File: src/design/crcwf_pkg.sv
// Shared types, codes and CRC helper for the CRC-8 word framer.
package crcwf_pkg;

    // CRC-8 definition: polynomial x^8 + x^5 + x^4 + 1, preset to all ones.
    localparam logic [7:0] CrcInit = 8'hFF;
    localparam logic [7:0] CrcPoly = 8'h31;
    localparam logic [7:0] CrcTop  = 8'h80;

    // Default depth of the job queue between front and back.
    localparam int JobQueueDepth = 2;

    // Input function codes.
    localparam logic [1:0] FUNC_CMD  = 2'd0;
    localparam logic [1:0] FUNC_DATA = 2'd1;
    localparam logic [1:0] FUNC_RX   = 2'd2;

    // Receive byte position within a group of three.
    localparam logic [1:0] PHASE_HIGH  = 2'd0;
    localparam logic [1:0] PHASE_LOW   = 2'd1;
    localparam logic [1:0] PHASE_CHECK = 2'd2;

    // Result kinds.
    localparam logic KIND_TX = 1'b0;
    localparam logic KIND_RX = 1'b1;

    // Jobs handed from the front to the back.
    typedef enum logic [1:0] {
        JOB_TX_CMD,
        JOB_TX_DATA,
        JOB_RX_WORD
    } t_job_op;

    typedef struct packed {
        t_job_op     op;
        logic [15:0] word;       // Word to send, or the received word.
        logic [7:0]  crc_part;   // CRC register after the high byte (data jobs).
        logic        crc_ok;     // Receive jobs only.
        logic        any_error;  // Receive jobs only.
    } t_job;

    // Runs the CRC register through eight bit steps after a byte was XORed in.
    function automatic logic [7:0] crc8_byte(input logic [7:0] value);
        logic [7:0] crc;
        crc = value;
        for (int i = 0; i < 8; i++) begin
            if ((crc & CrcTop) != 8'h00) begin
                crc = {crc[6:0], 1'b0} ^ CrcPoly;
            end else begin
                crc = {crc[6:0], 1'b0};
            end
        end
        return crc;
    endfunction

endpackage

File: src/design/crcwf_front.sv
// Front end: accepts input items, tracks the receive grouping and queues jobs.
module crcwf_front (
    input  logic          i_clk,
    input  logic          i_rst_n,
    input  logic          i_push,
    input  logic [1:0]    i_func,
    input  logic [15:0]   i_word,
    input  logic [7:0]    i_rx_byte,
    input  logic          i_q_full,
    output logic          o_job_push,
    output crcwf_pkg::t_job o_job
);
    import crcwf_pkg::*;

    logic [1:0] r_phase, n_phase;
    logic [7:0] r_high,  n_high;
    logic [7:0] r_low,   n_low;
    logic [7:0] r_part,  n_part;
    logic [7:0] r_crc,   n_crc;
    logic       r_error, n_error;
    logic       accept;
    logic       rx_ok;

    assign accept = i_push && !i_q_full;
    assign rx_ok  = (i_rx_byte == r_crc);

    // Classify the accepted item and update the receive state.
    always_comb begin
        n_phase        = r_phase;
        n_high         = r_high;
        n_low          = r_low;
        n_part         = r_part;
        n_crc          = r_crc;
        n_error        = r_error;
        o_job_push     = 1'b0;
        o_job.op       = JOB_TX_CMD;
        o_job.word     = i_word;
        o_job.crc_part = crc8_byte(CrcInit ^ i_word[15:8]);
        o_job.crc_ok   = 1'b0;
        o_job.any_error = 1'b0;
        if (accept) begin
            case (i_func)
                FUNC_CMD: begin
                    n_phase    = PHASE_HIGH;
                    n_error    = 1'b0;
                    o_job_push = 1'b1;
                    o_job.op   = JOB_TX_CMD;
                end
                FUNC_DATA: begin
                    o_job_push = 1'b1;
                    o_job.op   = JOB_TX_DATA;
                end
                FUNC_RX: begin
                    case (r_phase)
                        PHASE_LOW: begin
                            n_low   = i_rx_byte;
                            n_crc   = crc8_byte(r_part ^ i_rx_byte);
                            n_phase = PHASE_CHECK;
                        end
                        PHASE_CHECK: begin
                            n_error         = r_error || !rx_ok;
                            n_phase         = PHASE_HIGH;
                            o_job_push      = 1'b1;
                            o_job.op        = JOB_RX_WORD;
                            o_job.word      = {r_high, r_low};
                            o_job.crc_ok    = rx_ok;
                            o_job.any_error = r_error || !rx_ok;
                        end
                        default: begin
                            n_high  = i_rx_byte;
                            n_part  = crc8_byte(CrcInit ^ i_rx_byte);
                            n_phase = PHASE_LOW;
                        end
                    endcase
                end
                default: begin
                    // Unused function code: ignored.
                end
            endcase
        end
    end

    // Control state is reset; byte and CRC holders are not.
    always_ff @(posedge i_clk) begin
        if (!i_rst_n) begin
            r_phase <= PHASE_HIGH;
            r_error <= 1'b0;
        end else begin
            r_phase <= n_phase;
            r_error <= n_error;
        end
    end

    always_ff @(posedge i_clk) begin
        r_high <= n_high;
        r_low  <= n_low;
        r_part <= n_part;
        r_crc  <= n_crc;
    end

endmodule

File: src/design/crcwf_jobq.sv
// Small job queue that lets the front and the back stall independently.
module crcwf_jobq #(
    parameter int Depth = crcwf_pkg::JobQueueDepth
) (
    input  logic            i_clk,
    input  logic            i_rst_n,
    input  logic            i_wr,
    input  crcwf_pkg::t_job i_job,
    input  logic            i_rd,
    output logic            o_full,
    output logic            o_valid,
    output crcwf_pkg::t_job o_job
);
    import crcwf_pkg::*;

    localparam int PtrW   = (Depth > 1) ? $clog2(Depth) : 1;
    localparam int CountW = $clog2(Depth + 1);

    t_job              r_mem [Depth];
    logic [PtrW-1:0]   r_wr_ptr, n_wr_ptr;
    logic [PtrW-1:0]   r_rd_ptr, n_rd_ptr;
    logic [CountW-1:0] r_count,  n_count;
    logic              do_wr, do_rd;

    assign o_full  = (r_count == CountW'(Depth));
    assign o_valid = (r_count != '0);
    assign o_job   = r_mem[r_rd_ptr];
    assign do_wr   = i_wr && !o_full;
    assign do_rd   = i_rd && o_valid;

    // Pointer wrap and occupancy update.
    always_comb begin
        n_wr_ptr = r_wr_ptr;
        n_rd_ptr = r_rd_ptr;
        n_count  = r_count;
        if (do_wr) begin
            n_wr_ptr = (r_wr_ptr == PtrW'(Depth - 1)) ? '0 : r_wr_ptr + 1'b1;
        end
        if (do_rd) begin
            n_rd_ptr = (r_rd_ptr == PtrW'(Depth - 1)) ? '0 : r_rd_ptr + 1'b1;
        end
        if (do_wr && !do_rd) begin
            n_count = r_count + 1'b1;
        end else if (do_rd && !do_wr) begin
            n_count = r_count - 1'b1;
        end
    end

    always_ff @(posedge i_clk) begin
        if (!i_rst_n) begin
            r_wr_ptr <= '0;
            r_rd_ptr <= '0;
            r_count  <= '0;
        end else begin
            r_wr_ptr <= n_wr_ptr;
            r_rd_ptr <= n_rd_ptr;
            r_count  <= n_count;
        end
    end

    // Storage write.
    always_ff @(posedge i_clk) begin
        if (do_wr) begin
            r_mem[r_wr_ptr] <= i_job;
        end
    end

`ifndef SYNTHESIS
    // The front never offers a job while the queue is full.
    a_no_overflow: assert property (@(posedge i_clk) disable iff (!i_rst_n)
        o_full |-> !i_wr)
        else $error("job pushed into a full queue");

    // Occupancy never exceeds the depth.
    a_count_range: assert property (@(posedge i_clk) disable iff (!i_rst_n)
        r_count <= CountW'(Depth))
        else $error("job queue occupancy out of range");

    // A lone write grows the occupancy by one.
    a_count_step: assert property (@(posedge i_clk) disable iff (!i_rst_n)
        do_wr && !do_rd |=> r_count == $past(r_count) + 1'b1)
        else $error("job queue count did not follow a write");
`endif

endmodule

File: src/design/crcwf_back.sv
// Back end: expands each job into its result bytes or word and holds the result.
module crcwf_back (
    input  logic            i_clk,
    input  logic            i_rst_n,
    input  logic            i_job_valid,
    input  crcwf_pkg::t_job i_job,
    output logic            o_job_pop,
    input  logic            i_pop,
    output logic            o_empty,
    output logic            o_kind,
    output logic [7:0]      o_tx_byte,
    output logic [15:0]     o_rx_word,
    output logic            o_crc_ok,
    output logic            o_any_error,
    output logic            o_last
);
    import crcwf_pkg::*;

    logic [1:0]  r_idx, n_idx;
    logic        r_valid, n_valid;
    logic        r_kind;
    logic [7:0]  r_tx_byte;
    logic [15:0] r_rx_word;
    logic        r_crc_ok;
    logic        r_any_error;
    logic        r_last;
    logic        load;
    logic        res_kind;
    logic [7:0]  res_tx_byte;
    logic [15:0] res_rx_word;
    logic        res_crc_ok;
    logic        res_any_error;
    logic        res_last;

    // The output register takes a new result when empty or being drained.
    assign load      = i_job_valid && (!r_valid || i_pop);
    assign o_job_pop = load && res_last;

    // Result for the current position within the job.
    always_comb begin
        res_kind      = KIND_TX;
        res_tx_byte   = 8'h00;
        res_rx_word   = 16'h0000;
        res_crc_ok    = 1'b0;
        res_any_error = 1'b0;
        res_last      = 1'b0;
        case (i_job.op)
            JOB_TX_CMD: begin
                res_tx_byte = (r_idx == 2'd0) ? i_job.word[15:8] : i_job.word[7:0];
                res_last    = (r_idx != 2'd0);
            end
            JOB_TX_DATA: begin
                if (r_idx == 2'd0) begin
                    res_tx_byte = i_job.word[15:8];
                end else if (r_idx == 2'd1) begin
                    res_tx_byte = i_job.word[7:0];
                end else begin
                    res_tx_byte = crc8_byte(i_job.crc_part ^ i_job.word[7:0]);
                    res_last    = 1'b1;
                end
            end
            JOB_RX_WORD: begin
                res_kind      = KIND_RX;
                res_rx_word   = i_job.word;
                res_crc_ok    = i_job.crc_ok;
                res_any_error = i_job.any_error;
                res_last      = 1'b1;
            end
            default: begin
                res_last = 1'b1;
            end
        endcase
    end

    // Position counter and output occupancy.
    always_comb begin
        n_idx   = r_idx;
        n_valid = r_valid;
        if (i_pop && r_valid) begin
            n_valid = 1'b0;
        end
        if (load) begin
            n_valid = 1'b1;
            n_idx   = res_last ? 2'd0 : r_idx + 2'd1;
        end
    end

    always_ff @(posedge i_clk) begin
        if (!i_rst_n) begin
            r_idx   <= 2'd0;
            r_valid <= 1'b0;
        end else begin
            r_idx   <= n_idx;
            r_valid <= n_valid;
        end
    end

    // Output payload register.
    always_ff @(posedge i_clk) begin
        if (load) begin
            r_kind      <= res_kind;
            r_tx_byte   <= res_tx_byte;
            r_rx_word   <= res_rx_word;
            r_crc_ok    <= res_crc_ok;
            r_any_error <= res_any_error;
            r_last      <= res_last;
        end
    end

    assign o_empty     = !r_valid;
    assign o_kind      = r_kind;
    assign o_tx_byte   = r_tx_byte;
    assign o_rx_word   = r_rx_word;
    assign o_crc_ok    = r_crc_ok;
    assign o_any_error = r_any_error;
    assign o_last      = r_last;

`ifndef SYNTHESIS
    // A job stays in the queue while it is partly expanded.
    a_job_held: assert property (@(posedge i_clk) disable iff (!i_rst_n)
        r_idx != 2'd0 |-> i_job_valid)
        else $error("job left the queue mid-expansion");

    // A received word is always the only result of its item.
    a_rx_last: assert property (@(posedge i_clk) disable iff (!i_rst_n)
        r_valid && r_kind == KIND_RX |-> r_last)
        else $error("received word result not marked last");

    // No job expands into more than three results.
    a_idx_range: assert property (@(posedge i_clk) disable iff (!i_rst_n)
        r_idx != 2'd3)
        else $error("result position out of range");
`endif

endmodule

File: src/design/crc8_word_framer_core.sv
// Top level of the CRC-8 word framer: front end, job queue and back end.
//
// Frames 16-bit words for a byte-serial sensor link and checks received
// words with CRC-8 (polynomial 0x31, preset 0xFF, MSB first, no final XOR).
// Both sides behave as queues: an item is taken when i_push is high and
// o_full is low, and a result is taken when i_pop is high and o_empty is low.
// The front end accepts one item per cycle while the job queue has room;
// receive bytes that complete no word and unused function codes produce no
// job. The back end delivers one result per cycle through its output
// register while results are drained; a command word expands into two
// results, a data word into three and a received word into one, so the
// sustained rate is set by that result count, and the job queue depth
// (QueueDepth) sets how many items the front end can run ahead.
module crc8_word_framer_core #(
    parameter int QueueDepth = crcwf_pkg::JobQueueDepth
) (
    input  logic        i_clk,
    input  logic        i_rst_n,
    input  logic        i_push,
    output logic        o_full,
    input  logic [1:0]  i_func,
    input  logic [15:0] i_word,
    input  logic [7:0]  i_rx_byte,
    input  logic        i_pop,
    output logic        o_empty,
    output logic        o_kind,
    output logic [7:0]  o_tx_byte,
    output logic [15:0] o_rx_word,
    output logic        o_crc_ok,
    output logic        o_any_error,
    output logic        o_last
);
    import crcwf_pkg::*;

    logic q_full;
    logic q_valid;
    logic job_push;
    logic job_pop;
    t_job job_in;
    t_job job_out;

    assign o_full = q_full;

    // Item intake and receive grouping.
    crcwf_front u_front (
        .i_clk      (i_clk),
        .i_rst_n    (i_rst_n),
        .i_push     (i_push),
        .i_func     (i_func),
        .i_word     (i_word),
        .i_rx_byte  (i_rx_byte),
        .i_q_full   (q_full),
        .o_job_push (job_push),
        .o_job      (job_in)
    );

    // Decoupling queue.
    crcwf_jobq #(
        .Depth (QueueDepth)
    ) u_jobq (
        .i_clk   (i_clk),
        .i_rst_n (i_rst_n),
        .i_wr    (job_push),
        .i_job   (job_in),
        .i_rd    (job_pop),
        .o_full  (q_full),
        .o_valid (q_valid),
        .o_job   (job_out)
    );

    // Result expansion and output register.
    crcwf_back u_back (
        .i_clk       (i_clk),
        .i_rst_n     (i_rst_n),
        .i_job_valid (q_valid),
        .i_job       (job_out),
        .o_job_pop   (job_pop),
        .i_pop       (i_pop),
        .o_empty     (o_empty),
        .o_kind      (o_kind),
        .o_tx_byte   (o_tx_byte),
        .o_rx_word   (o_rx_word),
        .o_crc_ok    (o_crc_ok),
        .o_any_error (o_any_error),
        .o_last      (o_last)
    );

endmodule
File: config.mk
export PLATFORM = sky130hd
export DESIGN_NAME = crc8_word_framer_core
export DESIGN_NICKNAME = d
export VERILOG_FILES = /design/src/design/crcwf_pkg.sv /design/src/design/crcwf_front.sv /design/src/design/crcwf_jobq.sv /design/src/design/crcwf_back.sv /design/src/design/crc8_word_framer_core.sv
export SDC_FILE = /design/constraint.sdc
export NUM_CORES = 1
export LEC_CHECK = 0
export BUFFER_PORTS_ARGS = -buffer_cell sky130_fd_sc_hd__buf_2
export CORE_UTILIZATION = 45
export DETAILED_ROUTE_END_ITERATION = 6
export SETUP_SLACK_MARGIN = 0.5
export SYNTH_ARGS = -nofsm -noshare
export SYNTH_HDL_FRONTEND = slang
export SYNTH_SLANG_ARGS = --single-unit
File: constraint.sdc
create_clock -name i_clk -period 8.6 [get_ports i_clk]
set_input_delay 2.15 -clock i_clk [delete_from_list [all_inputs] [get_ports i_clk]]
set_output_delay 2.15 -clock i_clk [all_outputs]
set_load 0.1 [all_outputs]
### Yosys cells after proc, flatten, opt, wreduce, memory -nomap -nowiden

Memory sizes are Yosys's and may differ from the RTL's. A register that Yosys moved wholly into a read port is not among the register bits.
Cells that the tools add are included.

* register bits: 70
* RAM bits: 56
* word-level logic and storage cells: 229
* memories kept: 1

* $add $sub $neg: 5
* equality and inequality tests: 10
* multiplexer cells: 128
* bitwise gates (word level): 37
* reduce and logical (&&, ||, !) cells: 29

Memory list
* u_jobq.r_mem: depth 2, width 28, rd ports 1, clocked after memory_dff 1, wr ports 1, line crcwf_jobq.sv:19 `t_job r_mem [Depth];`

Operator list (number)
* $mux 8: 66
* $mux 6: 32
* $not 3->3: 32
* $mux 18: 2
* $mux 16: 1
* $not 8->8: 2
* $pmux 8 s2: 1
* $xor 8x8->8: 2
* $mux 1: 14
* $mux 2: 6
* $pmux 2 s2: 3
* $reduce_bool 2->1: 5
* $reduce_and 3->1: 3
* $eq 2x1->1 const B: 4
* $eq 2x2->1 const B: 4
* $eq 8x8->1: 1
* $logic_and 1x1->1: 8
* $logic_not 2->1: 3
* $pmux 1 s2: 3
* $logic_not 1->1: 5
* $add 2x1->2 const B: 2
* $reduce_or 2->1: 2
* $add 1x1->1 const B: 2
* $logic_or 1x1->1: 2
* 4 further kinds: 4

### Longest topological paths before layout

* word-level depth: 41
* depth in mapped cells: 10

### Hierarchy

Synthesis repeated with hierarchy kept, for this count alone.

* cells, all modules: 377
* area, all modules: 5784.3 um2

By module, submodules not included
* crcwf_jobq: instances 1, cells each 112, area each 2253.4 um2
* crcwf_front: instances 1, cells each 132, area each 1870.5 um2
* crcwf_back: instances 1, cells each 133, area each 1660.3 um2

### Worst setup path before layout

No wires, ideal clock.

* kind: input port to flip-flop
* start: input port i_func[0]
* end: memory u_jobq.r_mem[0][0] (netlist name) (enable)
* setup time: 0.418 ns
* arrival: 3.864 ns
* data required time: 8.182 ns
* slack: 4.318 ns
* cell stages on the path: 3
* buffers on the path: 0
* cell sequence: nand2b_1 -> a21oi_1 -> nor2b_1

* cells in the longest elaborated chain, start to end: 7

Ends and longest elaborated chain
* start, declared: line crc8_word_framer_core.sv:21 `input logic [1:0] i_func,`
* $eq 2x1->1 or $logic_not 2->1 (tied branches): line crcwf_front.sv:42 `case (i_func)`
* $reduce_or 2->1 (no line)
* $pmux 1 s2 *: line crcwf_front.sv:42
* $mux 1 *: line crcwf_front.sv:41 `if (accept) begin`
* $logic_and 1x1->1 *: line crcwf_jobq.sv:28 `assign do_wr = i_wr && !o_full;`
* via u_jobq.do_wr: line crcwf_jobq.sv:23 `logic do_wr, do_rd;`
* $mux 1 *: line crcwf_jobq.sv:63 `if (do_wr) begin`
* $mux 1 (not written as such) *: line crcwf_jobq.sv:64 `r_mem[r_wr_ptr] <= i_job;`
* end, declared: line crcwf_jobq.sv:19

Mark *: on every way through the listed nets, which the timed path passes. The rest lies on a longest branch.

### Final worst setup path

* start: input port i_pop
* end: register u_jobq.r_count[1]

* cells in the longest elaborated chain, start to end: 7

Ends and longest elaborated chain
* start, declared: line crc8_word_framer_core.sv:24 `input logic i_pop,`
* $logic_or 1x1->1 *: line crcwf_back.sv:36 `assign load = i_job_valid && (!r_valid || i_pop);`
* $logic_and 1x1->1 *: line crcwf_back.sv:36
* via u_back.load: line crcwf_back.sv:27 `logic load;`
* $logic_and 1x1->1 *: line crcwf_back.sv:37 `assign o_job_pop = load && res_last;`
* $logic_and 1x1->1 *: line crcwf_jobq.sv:29 `assign do_rd = i_rd && o_valid;`
* $logic_not 1->1: line crcwf_jobq.sv:42 `if (do_wr && !do_rd) begin`
* $logic_and 1x1->1: line crcwf_jobq.sv:42
* $mux 2 or $reduce_bool 2->1 (tied branches)
* end signal, assigned: line crcwf_jobq.sv:57 `r_count <= n_count;`
* end, declared: line crcwf_jobq.sv:22 `logic [CountW-1:0] r_count, n_count;`

Marked as above.
A chain may end at the register's enable or synchronous reset.

==> results_dict.tcl <==
set metrics [dict create \
    run_status "complete, no violations" \
    crit-reg2reg-capture "u_jobq.r_count[1]" \
    io-pin-count 60 \
    post_synthesis_average_cell_area_um2 13.6 \
    clk_buf_depth 2 \
    post_synth_num_cell_types 41 \
    rel_slew_slack_pct 29.1 \
    register_area_share_after_synthesis_pct 65.1 \
    sequential_cell_area_um2 3700 \
    drc 0 \
    floorplan.initialDensity_pct 46.8 \
    multi_input_area_um2 1880 \
    synth_area_um2 5690 \
    timing.final.setup_violations 0 \
    number_of_antenna_violations_at_the_first_check_in_global_routing 0 \
    cts-htree-levels 4 \
    area_growth_syn_to_layout_pct 18.0 \
    drt_pass1_iterations 4 \
    crit_type "input pin to register" \
    ys_seq_elements 127 \
    worstRegToRegCells 7 \
    worstHoldStart "u_front.r_error" \
    vias 3218 \
    grt_remaining_overflow 0 \
    critical_path.endpoint "u_jobq.r_count[1]" \
    gp_routability_congestion 0.774 \
    detail-route-antenna-nets 0 \
    cts_buffers 17 \
    final.period_utilization_pct 46.3 \
    fin_worst_skew_ns 0.00855 \
    detailed_place.area_um2 6160 \
    worst_skew_pair.late_latency_ns 0.42 \
    post-cts-setup-buffer-count 0 \
    layout.filler_cells 993 \
    synth-warning-count 0 \
    startpoint "i_pop" \
    drt-total-wl_um 9990 \
    die_y_um 114 \
    core_um2 12200 \
    critical_path_required_ns 8.93 \
    postLayoutCoreUtil_pct 55.3 \
    cts_root_buf "clkbuf_16" \
    setup.worst_path.start_class "input pin" \
    cts.sinks 127 \
    cp_slowest_cell "inv_1" \
    timing_worst_slew_pin_value_ns 1.06 \
    grt_use_total_pct 17.0 \
    vdd_ir_drop_max_uv 138 \
    n_antenna_cell 0 \
    critical_path_cell_by_cell "buf_2 -> o22ai_1 -> inv_1 -> nand2_1 -> ha_1 -> or3_1 -> a21boi_0" \
    post_route_cells_drive_above_1_share_pct 19.0 \
    synthesis.nets 454 \
    cts.hold.buffers_added 0 \
    finalHoldViolCount 0 \
    layout_min_cycle_time_ns 3.98 \
    stdcell_area_um2 6720 \
    hpwlAfterDp_um 7070 \
    slew_violations 0 \
    cellLeakagePower_nw 2.47 \
    finalPower_mw 2.31 \
    holdCritPathClass "register to register" \
    drv.max_cap_violation_count 0 \
    die-area_um2 13100 \
    critPathArrivalTime_ns 4.31 \
    finish.net_count 524 \
    max_freq_mhz 251 \
    critical_path.max_stage_delay_ns 0.79 \
    vias_in_the_first_global_route 3198 \
    p_per_area_nw_per_um2 343 \
    layout_commonest_cell "edfxtp_1" \
    detail_route.vias_per_cell 4.81 \
    clk_pin_slew_worst_paths_ns 0.05 \
    most-common-layout-cells "edfxtp_1, nand2_1, buf_2, xnor2_1, xor2_1" \
    detail_route.wl_per_cell_um 14.9 \
    post_synth_inst_count 418 \
    grt_start_max_net_pins 34 \
    critPathMaxFanout 31 \
    timing.setup.tns_ns 0 \
    cts_repair_resize_count 0 \
    placement.io_buffers 59 \
    crit_path_end_kind "register" \
    placementRows 40 \
    hold-path-cell-count 2 \
    rsz0062_at_grt "no" \
    die-width_um 114 \
    grt_pass1_wl_um 16000 \
    r2r_setup_slack_ns 5.34 \
    drtIter0Drc 173 \
    cts_tree "built" \
]
==> metal layers <==
metal	global-route usage, %	up-vias	part of all wire (%)
met5	0	-	0
met4	9.87	0	2.9
met3	5.08	20	4.1
met2	26.8	77	48
met1	20.9	1506	45
li1	-	1615	-
==> worst min-delay path by stage <==
stage and endpoint:
6_report u_front.r_error, 5_1_grt u_front.r_error, 4_1_cts u_front.r_error, 3_5_place_dp u_front.r_error, 3_3_place_gp u_front.r_error, 2_1_floorplan u_front.r_error
==> cell families (layout without fill, tap and decap cells) <==
kind of cell | after synthesis | count (layout) | share of synthesized area (%)
AO/OA/AOI/OAI | 31 | 31 | 3.82
XOR/XNOR | 84 | 84 | 13.3
adder cells (fa/ha/maj) | 6 | 6 | 1.32
buffers and inverters | 23 | 106 | 1.93
flip-flops | 127 | 127 | 65.1
multiplexers | 29 | 29 | 5.60
AND/OR/NAND/NOR | 118 | 118 | 8.94
==> area by class of cell <==
type / count / area share [%]
repair buffers: 61 / 4.62
flip-flops and latches: 127 / 55.1
clock inverters: 9 / 1.73
multi-input cells: 268 / 28.0
clock buffers: 23 / 6.67
inverters: 13 / 0.726
well taps: 168 / 3.13
==> synth_stat cells, drive strengths merged <==
library cell	count	share of area (%)
o221ai	4	0.62
o22ai	2	0.22
and3	4	0.44
and2	6	0.66
nor2b	4	0.44
nor4	2	0.22
a21oi	4	0.35
xor2	40	6.2
nand3	2	0.18
inv	13	0.86
dfxtp	11	3.9
clkbuf	3	0.20
nand2b	2	0.22
mux2	3	0.59
o21a	2	0.26
ha	6	1.3
o22a	1	0.15
a221oi	2	0.31
nor2	29	1.9
nor3	3	0.26
a21boi	2	0.26
xnor2	43	6.7
buf	7	0.88
o211ai	4	0.53
o31a	1	0.15
or2	1	0.11
nor3b	2	0.26
nand2	61	4.0
mux2i	26	5.0
or3	2	0.22
o21ai	7	0.62
edfxtp	116	61
a311o	1	0.18
xnor3	1	0.42
o32a	1	0.18
==> per-stage QoR <==
stage               setup slack (ns)  std cells  hold WS [ns]
floorplan                       4.32        418         0.440
global placement                4.29        637         0.453
detailed placement              4.15        637         0.460
CTS                             4.59        669         0.468
global route                    4.45        669         0.490
finish                          4.62        669         0.460
==> power by group <==
group          leakage, nW  switching [mW]  internal (mW)
clock network        0.275           0.240          0.450
logic                 1.02           0.582          0.187
registers             1.17          0.0487          0.800
total                 2.47           0.871           1.44
==> sequential cells by signal, indices dropped and copies added, names as in the netlist, named ones only <==
signal              flops
u_back.r_idx            2
u_jobq.r_count          2
u_back.o_last           1
u_front.r_low           8
u_back.o_rx_word       16
u_back.o_any_error      1
u_jobq.r_wr_ptr         1
u_back.o_crc_ok         1
u_jobq.r_mem           56
u_front.r_part          8
u_back.r_valid          1
u_back.o_kind           1
u_front.r_phase         2
u_front.r_high          8
u_front.r_crc           8
u_back.o_tx_byte        8
u_jobq.r_rd_ptr         1
u_front.r_error         1
==> critical path, delay by kind of cell <==
family	cells	cell delay [ns]
compound gates	2	0.31
fa+ha+maj	1	0.40
simple gates	2	0.57
buf+inv	2	0.88
Note: power is estimated with default switching activity, not from simulation.
